## config.mk

```make
export PLATFORM = sky130hd
export DESIGN_NAME = recorded_stream_admission_filter
export DESIGN_NICKNAME = d
export VERILOG_FILES = /design/src/rtl/rsaf_pkg.sv /design/src/rtl/rsaf_ram.sv /design/src/rtl/rsaf_ctrl.sv /design/src/rtl/rsaf_dp.sv /design/src/rtl/recorded_stream_admission_filter.sv
export SDC_FILE = /design/constraint.sdc
export NUM_CORES = 1
export LEC_CHECK = 0
export BUFFER_PORTS_ARGS = -buffer_cell sky130_fd_sc_hd__clkbuf_2
export CAP_MARGIN = 10
export CORE_MARGIN = 3
export CORE_UTILIZATION = 45
export DETAILED_ROUTE_END_ITERATION = 12
export HOLD_SLACK_MARGIN = 0.03
export PLACE_DENSITY = 0.65
export SLEW_MARGIN = 20
export SYNTH_ARGS = -nofsm -noshare
export SYNTH_HDL_FRONTEND = slang
export SYNTH_SLANG_ARGS = --single-unit
```

## constraint.sdc

```tcl
create_clock -name clk -period 10.8 [get_ports clk]
set_input_delay 1.62 -clock clk [delete_from_list [all_inputs] [get_ports clk]]
set_output_delay 1.62 -clock clk [all_outputs]
set_load 0.05 [all_outputs]
```

## src/rtl/rsaf_pkg.sv

```systemverilog
package rsaf_pkg;

  localparam int PREVIEW_SLOTS_DEF = 8;
  localparam int ID_BITS_DEF       = 64;
  localparam int COUNT_BITS_DEF    = 32;

  // Input command codes.
  localparam logic [3:0] CMD_LINK_BIND    = 4'd0;
  localparam logic [3:0] CMD_ARM          = 4'd1;
  localparam logic [3:0] CMD_MANIFEST     = 4'd2;
  localparam logic [3:0] CMD_PAYLOAD      = 4'd3;
  localparam logic [3:0] CMD_STREAM_OPEN  = 4'd4;
  localparam logic [3:0] CMD_CAPTURE      = 4'd5;
  localparam logic [3:0] CMD_SESSION_OPEN = 4'd6;
  localparam logic [3:0] CMD_OTHER        = 4'd7;
  localparam logic [3:0] CMD_BEGIN        = 4'd8;
  localparam logic [3:0] CMD_FINISH       = 4'd9;

  // Result status codes.
  localparam logic [1:0] ST_OK      = 2'd0;
  localparam logic [1:0] ST_REFUSED = 2'd1;
  localparam logic [1:0] ST_DECODE  = 2'd2;

  // Commands from the controller to the datapath.
  typedef struct packed {
    logic load;
    logic search_start;
    logic commit;
  } rsaf_cmd_t;

  // Status from the datapath to the controller.
  typedef struct packed {
    logic need_search;
    logic search_done;
  } rsaf_stat_t;

endpackage

```

## src/rtl/rsaf_ram.sv

```systemverilog
module rsaf_ram #(
  parameter int WIDTH = 64,
  parameter int DEPTH = 8
) (
  input  logic                                  clk,
  input  logic                                  we,
  input  logic [((DEPTH > 1) ? $clog2(DEPTH) : 1)-1:0] waddr,
  input  logic [WIDTH-1:0]                      wdata,
  input  logic [((DEPTH > 1) ? $clog2(DEPTH) : 1)-1:0] raddr,
  output logic [WIDTH-1:0]                      rdata
);

  logic [WIDTH-1:0] mem [DEPTH];

  always_ff @(posedge clk) begin
    if (we) begin
      mem[waddr] <= wdata;
    end
    rdata <= mem[raddr];
  end

endmodule

```

## src/rtl/rsaf_ctrl.sv

```systemverilog
module rsaf_ctrl
  import rsaf_pkg::*;
(
  input  logic       clk,
  input  logic       rst,
  input  logic       start,
  output logic       busy,
  input  rsaf_stat_t stat,
  output rsaf_cmd_t  ctl
);

  typedef enum logic [1:0] {
    S_IDLE,
    S_EVAL,
    S_SEARCH
  } state_t;

  state_t state;

  always_ff @(posedge clk) begin
    if (rst) begin
      state <= S_IDLE;
      busy  <= 1'b0;
    end else begin
      unique case (state)
        S_IDLE: begin
          if (start) begin
            state <= S_EVAL;
            busy  <= 1'b1;
          end
        end
        S_EVAL: begin
          if (stat.need_search) begin
            state <= S_SEARCH;
          end else begin
            state <= S_IDLE;
            busy  <= 1'b0;
          end
        end
        S_SEARCH: begin
          if (stat.search_done) begin
            state <= S_IDLE;
            busy  <= 1'b0;
          end
        end
        default: begin
          state <= S_IDLE;
          busy  <= 1'b0;
        end
      endcase
    end
  end

  assign ctl.load         = (state == S_IDLE) && start;
  assign ctl.search_start = (state == S_EVAL) && stat.need_search;
  assign ctl.commit       = ((state == S_EVAL) && !stat.need_search) ||
                            ((state == S_SEARCH) && stat.search_done);

endmodule

```

## src/rtl/rsaf_dp.sv

```systemverilog
module rsaf_dp
  import rsaf_pkg::*;
#(
  parameter int PREVIEW_SLOTS = PREVIEW_SLOTS_DEF,
  parameter int ID_BITS       = ID_BITS_DEF,
  parameter int COUNT_BITS    = COUNT_BITS_DEF
) (
  input  logic        clk,
  input  logic        rst,
  input  logic [3:0]  command,
  input  logic        decode_ok,
  input  logic        is_preview,
  input  logic        arb_params,
  input  logic [63:0] object_id,
  input  rsaf_cmd_t   ctl,
  output rsaf_stat_t  stat,
  output logic [1:0]  status,
  output logic [31:0] frame_total,
  output logic        manifest_admitted,
  output logic        is_hostless,
  output logic        done
);

  localparam int UW = $clog2(PREVIEW_SLOTS + 1);
  localparam int AW = (PREVIEW_SLOTS > 1) ? $clog2(PREVIEW_SLOTS) : 1;

  // Item registers.
  logic [3:0]         cmd_q;
  logic               ok_q;
  logic               prev_q;
  logic               arb_q;
  logic [ID_BITS-1:0] id_q;

  // Session state.
  logic                  started;
  logic                  closed;
  logic                  manifest_flag;
  logic                  session_open_seen;
  logic                  hostless_flag;
  logic [COUNT_BITS-1:0] count;
  logic [UW-1:0]         used;

  // Preview table search.
  logic [UW-1:0]      rd_idx;
  logic               searching;
  logic               pend;
  logic               hit;
  logic [ID_BITS-1:0] rdata;
  logic               issue;

  logic       in_session;
  logic       is_frame;
  logic       need_search;
  logic       ram_we;
  logic [1:0] quick;
  logic [1:0] verdict;

  assign in_session  = started && !closed;
  assign is_frame    = (cmd_q <= CMD_OTHER);
  assign need_search = in_session && (cmd_q == CMD_CAPTURE) && (used != '0) && ok_q;
  assign issue       = searching && (rd_idx < used);

  assign stat.need_search = need_search;
  assign stat.search_done = searching && !issue && !pend;

  always_comb begin
    quick = ST_REFUSED;
    unique case (cmd_q) inside
      CMD_BEGIN:  quick = started ? ST_REFUSED : ST_OK;
      CMD_FINISH: quick = started ? ST_OK : ST_REFUSED;
      [CMD_LINK_BIND:CMD_OTHER]: begin
        if (!in_session) begin
          quick = ST_REFUSED;
        end else begin
          unique case (cmd_q)
            CMD_LINK_BIND:    quick = ST_REFUSED;
            CMD_ARM:          quick = hostless_flag ? ST_REFUSED : ST_OK;
            CMD_MANIFEST:     quick = ST_OK;
            CMD_PAYLOAD:      quick = manifest_flag ? ST_OK : ST_REFUSED;
            CMD_STREAM_OPEN:  quick = ok_q ? ST_OK : ST_DECODE;
            // An empty preview table admits the announce whatever the body.
            CMD_CAPTURE:      quick = ((used == '0) || ok_q) ? ST_OK : ST_DECODE;
            CMD_SESSION_OPEN: quick = ok_q ? ST_OK : ST_DECODE;
            CMD_OTHER:        quick = ST_OK;
            default:          quick = ST_REFUSED;
          endcase
        end
      end
      default: quick = ST_REFUSED;
    endcase
  end

  assign verdict = need_search ? (hit ? ST_REFUSED : ST_OK) : quick;

  assign ram_we = ctl.commit && in_session && (cmd_q == CMD_STREAM_OPEN) && ok_q &&
                  prev_q && (used < UW'(PREVIEW_SLOTS));

  always_ff @(posedge clk) begin
    if (ctl.load) begin
      cmd_q  <= command;
      ok_q   <= decode_ok;
      prev_q <= is_preview;
      arb_q  <= arb_params;
      id_q   <= object_id[ID_BITS-1:0];
    end
  end

  always_ff @(posedge clk) begin
    if (rst) begin
      started           <= 1'b0;
      closed            <= 1'b0;
      manifest_flag     <= 1'b0;
      session_open_seen <= 1'b0;
      hostless_flag     <= 1'b0;
      count             <= '0;
      used              <= '0;
    end else if (ctl.commit) begin
      if ((cmd_q == CMD_BEGIN) && (verdict == ST_OK)) begin
        started <= 1'b1;
      end
      if ((cmd_q == CMD_FINISH) && (verdict == ST_OK)) begin
        closed <= 1'b1;
      end
      if (in_session && (cmd_q == CMD_MANIFEST)) begin
        manifest_flag <= 1'b1;
      end
      if (in_session && (cmd_q == CMD_SESSION_OPEN) && ok_q) begin
        session_open_seen <= 1'b1;
        hostless_flag     <= !arb_q;
      end
      if (ram_we) begin
        used <= used + UW'(1);
      end
      if (is_frame && (verdict == ST_OK)) begin
        count <= count + COUNT_BITS'(1);
      end
    end
  end

  // Reads are issued one entry a cycle; the compare follows in the next cycle.
  always_ff @(posedge clk) begin
    if (rst) begin
      searching <= 1'b0;
      pend      <= 1'b0;
      hit       <= 1'b0;
      rd_idx    <= '0;
    end else if (ctl.search_start) begin
      searching <= 1'b1;
      pend      <= 1'b0;
      hit       <= 1'b0;
      rd_idx    <= '0;
    end else if (ctl.commit) begin
      searching <= 1'b0;
      pend      <= 1'b0;
    end else if (searching) begin
      if (issue) begin
        rd_idx <= rd_idx + UW'(1);
      end
      pend <= issue;
      if (pend && (rdata == id_q)) begin
        hit <= 1'b1;
      end
    end
  end

  rsaf_ram #(
    .WIDTH (ID_BITS),
    .DEPTH (PREVIEW_SLOTS)
  ) u_ram (
    .clk   (clk),
    .we    (ram_we),
    .waddr (used[AW-1:0]),
    .wdata (id_q),
    .raddr (rd_idx[AW-1:0]),
    .rdata (rdata)
  );

  always_ff @(posedge clk) begin
    if (rst) begin
      done <= 1'b0;
    end else begin
      done <= ctl.commit;
    end
  end

  always_ff @(posedge clk) begin
    if (ctl.commit) begin
      status <= verdict;
    end
  end

  assign frame_total       = 32'(count);
  assign manifest_admitted = manifest_flag;
  assign is_hostless       = session_open_seen && hostless_flag;

endmodule

```

## src/rtl/recorded_stream_admission_filter.sv

```systemverilog
// Admission filter for frames written to a recorded message file.
// An item (begin, finish or a classified frame) is presented on command,
// decode_ok, is_preview, arb_params and object_id, and is taken at a
// rising edge where start is high and busy is low. Each item gives exactly
// one result on status, frame_total, manifest_admitted and is_hostless, shown
// for one cycle while done is high.
// For most items the controller passes through its evaluate state once and done
// is then registered: busy is already low in the cycle where done is high, so a
// new item can be taken at the edge that ends it.
// A capture announce whose body decoded, while n > 0 preview streams are
// recorded, walks the preview table one entry a cycle through the table
// RAM's single registered read port, comparing each entry with the object ID.
// Reset (rst, synchronous) clears the session flags, the admitted-frame
// count and the preview table fill level; table contents need no clearing.
// The receiver cannot stall: each result must be taken in its done cycle.
module recorded_stream_admission_filter
  import rsaf_pkg::*;
#(
  parameter int PREVIEW_SLOTS = PREVIEW_SLOTS_DEF,
  parameter int ID_BITS       = ID_BITS_DEF,
  parameter int COUNT_BITS    = COUNT_BITS_DEF
) (
  input  logic        clk,
  input  logic        rst,
  input  logic        start,
  output logic        busy,
  input  logic [3:0]  command,
  input  logic        decode_ok,
  input  logic        is_preview,
  input  logic        arb_params,
  input  logic [63:0] object_id,
  output logic        done,
  output logic [1:0]  status,
  output logic [31:0] frame_total,
  output logic        manifest_admitted,
  output logic        is_hostless
);

  rsaf_cmd_t  ctl;
  rsaf_stat_t stat;

  rsaf_ctrl u_ctrl (
    .clk   (clk),
    .rst   (rst),
    .start (start),
    .busy  (busy),
    .stat  (stat),
    .ctl   (ctl)
  );

  rsaf_dp #(
    .PREVIEW_SLOTS (PREVIEW_SLOTS),
    .ID_BITS       (ID_BITS),
    .COUNT_BITS    (COUNT_BITS)
  ) u_dp (
    .clk               (clk),
    .rst               (rst),
    .command           (command),
    .decode_ok         (decode_ok),
    .is_preview        (is_preview),
    .arb_params        (arb_params),
    .object_id         (object_id),
    .ctl               (ctl),
    .stat              (stat),
    .status            (status),
    .frame_total       (frame_total),
    .manifest_admitted (manifest_admitted),
    .is_hostless       (is_hostless),
    .done              (done)
  );

endmodule

```

Word-level counts from Yosys, hierarchy flattened
Memories as Yosys holds them, arrays and structs flattened. A register that Yosys moved wholly into a read port is not among the register bits.
Cells that the tools add are included.
{ "classes": {"n_bitwise": 1, "n_addsub": 3, "n_eq_ne": 15, "n_reduce_logical": 51, "mux": 23, "magnitude_cmp": 4} }
{ "op_table": {"columns": ["cell", "count"], "rows": [
  ["$eq A64 B64 Y1", 1],
  ["$add A32 B1 Y32 const B", 1],
  ["$logic_and A1 B1 Y1", 25],
  ["$eq A4 B3 Y1 const B", 4],
  ["$mux W2", 7],
  ["$reduce_and A2 Y1", 7],
  ["$mux W1", 12],
  ["$pmux W2 S3", 2],
  ["$pmux W2 S5", 1],
  ["$reduce_and A3 Y1", 3],
  ["$add A4 B1 Y4 const B", 2],
  ["$eq A4 B2 Y1 const B", 2],
  ["$eq A4 B4 Y1 const B", 2],
  ["$reduce_or A2 Y1", 3],
  ["$logic_not A1 Y1", 5],
  ["$eq A4 B1 Y1 const B", 1],
  ["$ge A4 B1 Y1 const B", 1],
  ["$le A4 B3 Y1 const B", 1],
  ["$logic_not A2 Y1", 2],
  ["$logic_not A4 Y1", 1],
  ["$lt A4 B4 Y1", 1],
  ["$lt A4 B4 Y1 const B", 1],
  ["$ne A2 B2 Y1 const B", 2],
  ["$reduce_bool A4 Y1", 1],
  ["8 further kinds", 9]
]} }
{ "totals": {"reg_bits": 125, "mem_count": 1, "word_cells": 118, "mem_bits_rw": 512, "inputBits": 74, "output_inout_bits": 38} }
{ "memory_table": {"columns": ["name", "words", "word_bits", "read_ports", "rd_ports_with_merged_regs", "wr", "line_no", "text"], "rows": [
  ["u_dp.u_ram.mem", 8, 64, 1, 1, 1, "rsaf_ram.sv:13", "logic [WIDTH-1:0] mem [DEPTH];"]
]} }

Logic depth before layout (Yosys ltp)
{ "logic_depth": {"word_depth": 15, "ltp_mapped": 11, "ltp_nobuf": 9} }

By module
A second synthesis with hierarchy kept.
{ "unflattened": {"cells_unflattened": 1288, "hier_area_um2": 26103.8} }
{ "by_module_without_submodules": {"columns": ["mod", "n_inst", "cells_per_inst", "seq_area_each_um2", "area_each_um2"], "rows": [
  ["rsaf_ram", 1, 816, 16656.0, 20547.2],
  ["rsaf_dp", 1, 455, 3173.0, 5402.7],
  ["rsaf_ctrl", 1, 17, 60.1, 153.9]
]} }

Worst setup path before layout
Ideal clock, no wire load.
{ "synth_path": {"path_kind": "register to register", "from": "register u_dp.used[0]", "to": "memory u_dp.u_ram.mem[7][0], enable pin", "t_required_ps": 10153, "slack_ps": 2604, "stages_incl_launch_ff": 7, "setup_time_ps": 647, "path_buffers": 0, "period_less_slack_ps": 8196, "t_arrival_ps": 7548, "path_cell_list": "dfxtp_1 -> inv_1 -> ha_1 -> or3b_4 -> a21o_1 -> a21o_1 -> nor4_1"} }
{ "synth_via": {"elab_chain_cells": 14, "word_cells_on_any_way": 20, "classes_between": "order compare: 2; mux: 2; reduce/logical: 16"} }
{ "synth_rtl": {"columns": ["item", "line_no", "text"], "rows": [
  ["start: declaration", "rsaf_dp.sv:41", "logic [UW-1:0] used;"],
  ["start signal: assignment", "rsaf_dp.sv:132", "used <= used + UW'(1);"],
  ["$lt A4 B4 Y1", "rsaf_dp.sv:61", "assign issue = searching && (rd_idx < used);"],
  ["$logic_and A1 B1 Y1", "rsaf_dp.sv:61", null],
  ["$logic_not A1 Y1", "rsaf_dp.sv:64", "assign stat.search_done = searching && !issue && !pend;"],
  ["$logic_and A1 B1 Y1 (2 in series)", "rsaf_dp.sv:64", null],
  ["$logic_and A1 B1 Y1", "rsaf_ctrl.sv:57", "((state == S_SEARCH) && stat.search_done);"],
  ["$logic_or A1 B1 Y1", "rsaf_ctrl.sv:56", "assign ctl.commit = ((state == S_EVAL) && !stat.need_search) ||"],
  ["$logic_and A1 B1 Y1 (4 in series)", "rsaf_dp.sv:95", "assign ram_we = ctl.commit && in_session && (cmd_q == CMD_STREAM_OPEN) && ok_q &&"],
  ["$logic_and A1 B1 Y1", "rsaf_dp.sv:96", "prev_q && (used < UW'(PREVIEW_SLOTS));"],
  ["$mux W1", "rsaf_ram.sv:16", "if (we) begin"],
  ["$mux W1 (not written as such)", "rsaf_ram.sv:17", "mem[waddr] <= wdata;"],
  ["end: declaration", "rsaf_ram.sv:13", null]
]} }
Several ways; a longest one is shown, not always the timed one.

Final worst setup path
{ "layout_path": {"from": "register u_dp.rd_idx[1]", "to": "memory u_dp.u_ram.mem[6][28], enable pin"} }
{ "layout_via": {"elab_chain_cells": 14} }
{ "layout_rtl": {"columns": ["item", "line_no", "text"], "rows": [
  ["start: declaration", "rsaf_dp.sv:44", "logic [UW-1:0] rd_idx;"],
  ["start signal: assignment", "rsaf_dp.sv:157", "rd_idx <= rd_idx + UW'(1);"],
  ["$lt A4 B4 Y1", "rsaf_dp.sv:61", null],
  ["$logic_and A1 B1 Y1", "rsaf_dp.sv:61", null],
  ["$logic_not A1 Y1", "rsaf_dp.sv:64", null],
  ["$logic_and A1 B1 Y1 (2 in series)", "rsaf_dp.sv:64", null],
  ["$logic_and A1 B1 Y1", "rsaf_ctrl.sv:57", null],
  ["$logic_or A1 B1 Y1", "rsaf_ctrl.sv:56", null],
  ["$logic_and A1 B1 Y1 (4 in series)", "rsaf_dp.sv:95", null],
  ["$logic_and A1 B1 Y1", "rsaf_dp.sv:96", null],
  ["$mux W1", "rsaf_ram.sv:16", null],
  ["$mux W1 (not written as such)", "rsaf_ram.sv:17", null]
]} }
Every way passes these cells.

==> impl_results.md <==
- CTS Buf Count: 72
- DP Area: 27,600 µm²
- Cell total after placement: 2,136
- Register bit total from synthesis: 701
- Clock skew: 0.0220 ns
- Worst path arrival time: 4.43 ns
- M2 GR Usage: 0.275
- Largest net degree at the start of global routing: 73
- Mean Syn Cell Area: 19.9 µm²
- Fin util: 0.526
- Leak: 9.47 nW
- CP required: 11.02 ns
- Min Hold Slack: 0.459 ns
- CTS tree: built
- Initial antenna violation count: 0
- Number of fill cells: 4,477
- Routed Wire Length: 50.2 mm
- Antenna Nets Post-Route: 0
- Antenna Cells: 0
- Hold Fails Final Rpt: 0
- Cell count after synthesis: 1,308
- Total GRT Usage: 0.169
- Ys async rst share: 0
- Global routing usage on met1: 0.233
- R2r setup slk: 6.59 ns
- Peak supply drop: 0.133 mV
- Max Cap Viol: 0
- Status: finished clean
- RSZ-0062 raised after global routing: false
- Final WS setup: 6.59 ns
- H-tree Lvls: 3
- WL per Instance: 22.1 µm
- Drt initial violations: 842
- Main synth FF type: edfxtp_1
- Number of global-route vias before repair: 13.1k
- Iteration count of the initial detailed-routing pass: 4
- Dpl hpwl: 28.1 mm
- Worst-path fanout max: 66
- Die height: 247 µm
- Worst-skew pair later-pin latency: 0.61 ns
- I/O pins: 112
- Setup Buffers After CTS: 0
- Pre-CTS WS: 6.48 ns
- Syn Nets: 1,389
- Clock root buffer: clkbuf_16
- Initial Util: 0.459
- Syn Std Cell Area: 26,100 µm²
- Layout cells sized above 1: 0.290
- Synth Warn #: 0
- Min-delay worst type: reg -> reg
- Global route overflow: 0
- Total power: 5.43 mW
- Max Slew Vio Count: 0
- Core footprint: 56,800 µm²
- # rows: 87
- Seq/Total Area, Yosys: 0.762
- Final Cycle Share: 0.390
- Clock sinks: 701
- Non-Filler Instances: 2,271
- Post-cts repair resize count: 0
- CTS max path bufs: 3
- Post-CTS Hold Buffers: 0
- Drt via density: 5.51
- Worst slew pin tran: 1.10 ns
- Routing usage on met3: 0.0363
- Startpoint class of the critical path: flop
- Final setup TNS: 0 ns
- Critical path type: reg -> reg
- Area grow syn2layout: 14.6%
- Slew HR: 0.265
- Busiest grt layer: met2
- Post-synth EDFFs: 585
- First-pass GRT wire length: 77.9 mm
- Buffers on Ports: 111
- Final Critical Period: 4.21 ns
- Drt drc: 0
- Clock Pin Slew Worst Setup and Hold Paths: 0.06 ns
- Nets@finish: 1,536
- Die Area: 60,900 µm²
- GPL Wtd Cong: 0.750
- Via Count: 12.5k
- Die span in x: 247 µm
- Yosys cell types: 58
- Cell Pwr Density: 182 nW/µm²
- Finish-stage setup viols: 0
- Max frequency: 237 MHz
- Non-Filler Cell Area, Final: 29,900 µm²
- Critical Path End Type: flop
cells in the mapped netlist, drive strengths merged, types with 2 or more instances:
cell type	count	area, µm²
and2	4	25.0
or2	4	25.0
mux4	128	2880
buf	20	93.8
o21a	4	30.0
nor4	10	62.6
or3	10	62.6
a21oi	35	175
o2111ai	2	17.5
or4	21	158
inv	23	86.3
o21ai	12	60.1
edfxtp	585	17600
nor3	6	30.0
clkbuf	36	135
and4	2	17.5
xor2	20	175
nor3b	2	15.0
o31ai	21	158
nand3	13	65.1
xnor2	41	359
nand2b	6	37.5
nand4	25	156
nand2	19	71.3
a21o	2	15.0
mux2	67	754
dfxtp	116	2320
ha	7	87.6
nor2	26	97.6
mux2i	3	30.0
a31oi	3	18.8
and3	5	31.3
nor4b	2	17.5
nor2b	8	50.1
metal layers:
| metal | vias up | wire, µm |
|---|---|---|
| met5 | - | 0 |
| met4 | 0 | 1020 |
| met3 | 80 | 2360 |
| met2 | 286 | 24400 |
| met1 | 6536 | 22500 |
| li1 | 5608 | - |
registers in the layout (all words and copies together), names as in the netlist, 2 cells and up:
register / cells
u_dp.status: 2
u_dp.used: 4
u_dp.u_ram.mem: 512
u_dp.rd_idx: 4
u_dp.u_ram.rdata: 64
u_ctrl.state: 2
u_dp.id_q: 64
u_dp.frame_total: 32
u_dp.cmd_q: 4
where the power goes:
group	switching [mW]	internal, mW
clock network	0.995	1.39
logic	0.0304	0.0206
registers	0.0414	2.95
total	1.07	4.36
path summary, 6_finish.rpt:
| kind | from | cells after the start | to |
|---|---|---|---|
| max reg2reg | u_dp.rd_idx[1] | 7 | u_dp.u_ram.mem[6][28] |
| max | u_dp.rd_idx[1] | 7 | u_dp.u_ram.mem[6][28] |
| min reg2reg | u_dp.session_open_seen | 1 | u_dp.session_open_seen |
| min | u_dp.session_open_seen | 1 | u_dp.session_open_seen |
cells in the final DEF, fill, tap and decap left out, drive strengths merged, types with 7 or more instances in the layout:
cell	instances
clkbuf	215
nor2	26
inv	26
nor4	10
a21oi	35
xor2	20
xnor2	41
clkinv	23
o31ai	21
nand2	19
buf	18
o21ai	12
edfxtp	585
mux2	67
nand4	25
mux4	128
or3	10
ha	7
nor2b	8
or4	21
dfxtp	116
nand3	13
critical path, stage by stage (launching register included):
cell	delay, ns
dfxtp_4	1.05
ha_1	0.29
a2111o_1	0.19
nand3b_1	0.20
a21o_1	0.29
or2_2	0.37
nor2_4	0.68
buf_4	0.71
cells by family after synthesis:
kind of cell,count (synthesis),share of synthesized area
muxes,198,0.141
buffers and inverters,79,0.0121
xor gates and xnor gates,61,0.0205
DFF,701,0.762
adders and majority gates,7,0.00336
and+or+nand+nor,169,0.0377
AOI/OAI and AO/OA,93,0.0235
final cells by class:
| class | count | area [µm²] | area share |
|---|---|---|---|
| clock inverter | 30 | 272 | 0.00908 |
| clock buffer | 104 | 2040 | 0.0681 |
| sequential | 701 | 19900 | 0.666 |
| timing repair buffer | 129 | 707 | 0.0237 |
| inverter | 23 | 86.3 | 0.00289 |
| tap | 756 | 946 | 0.0316 |
| multi-input combinational | 528 | 5940 | 0.199 |
(Power assumes the default switching activity.)
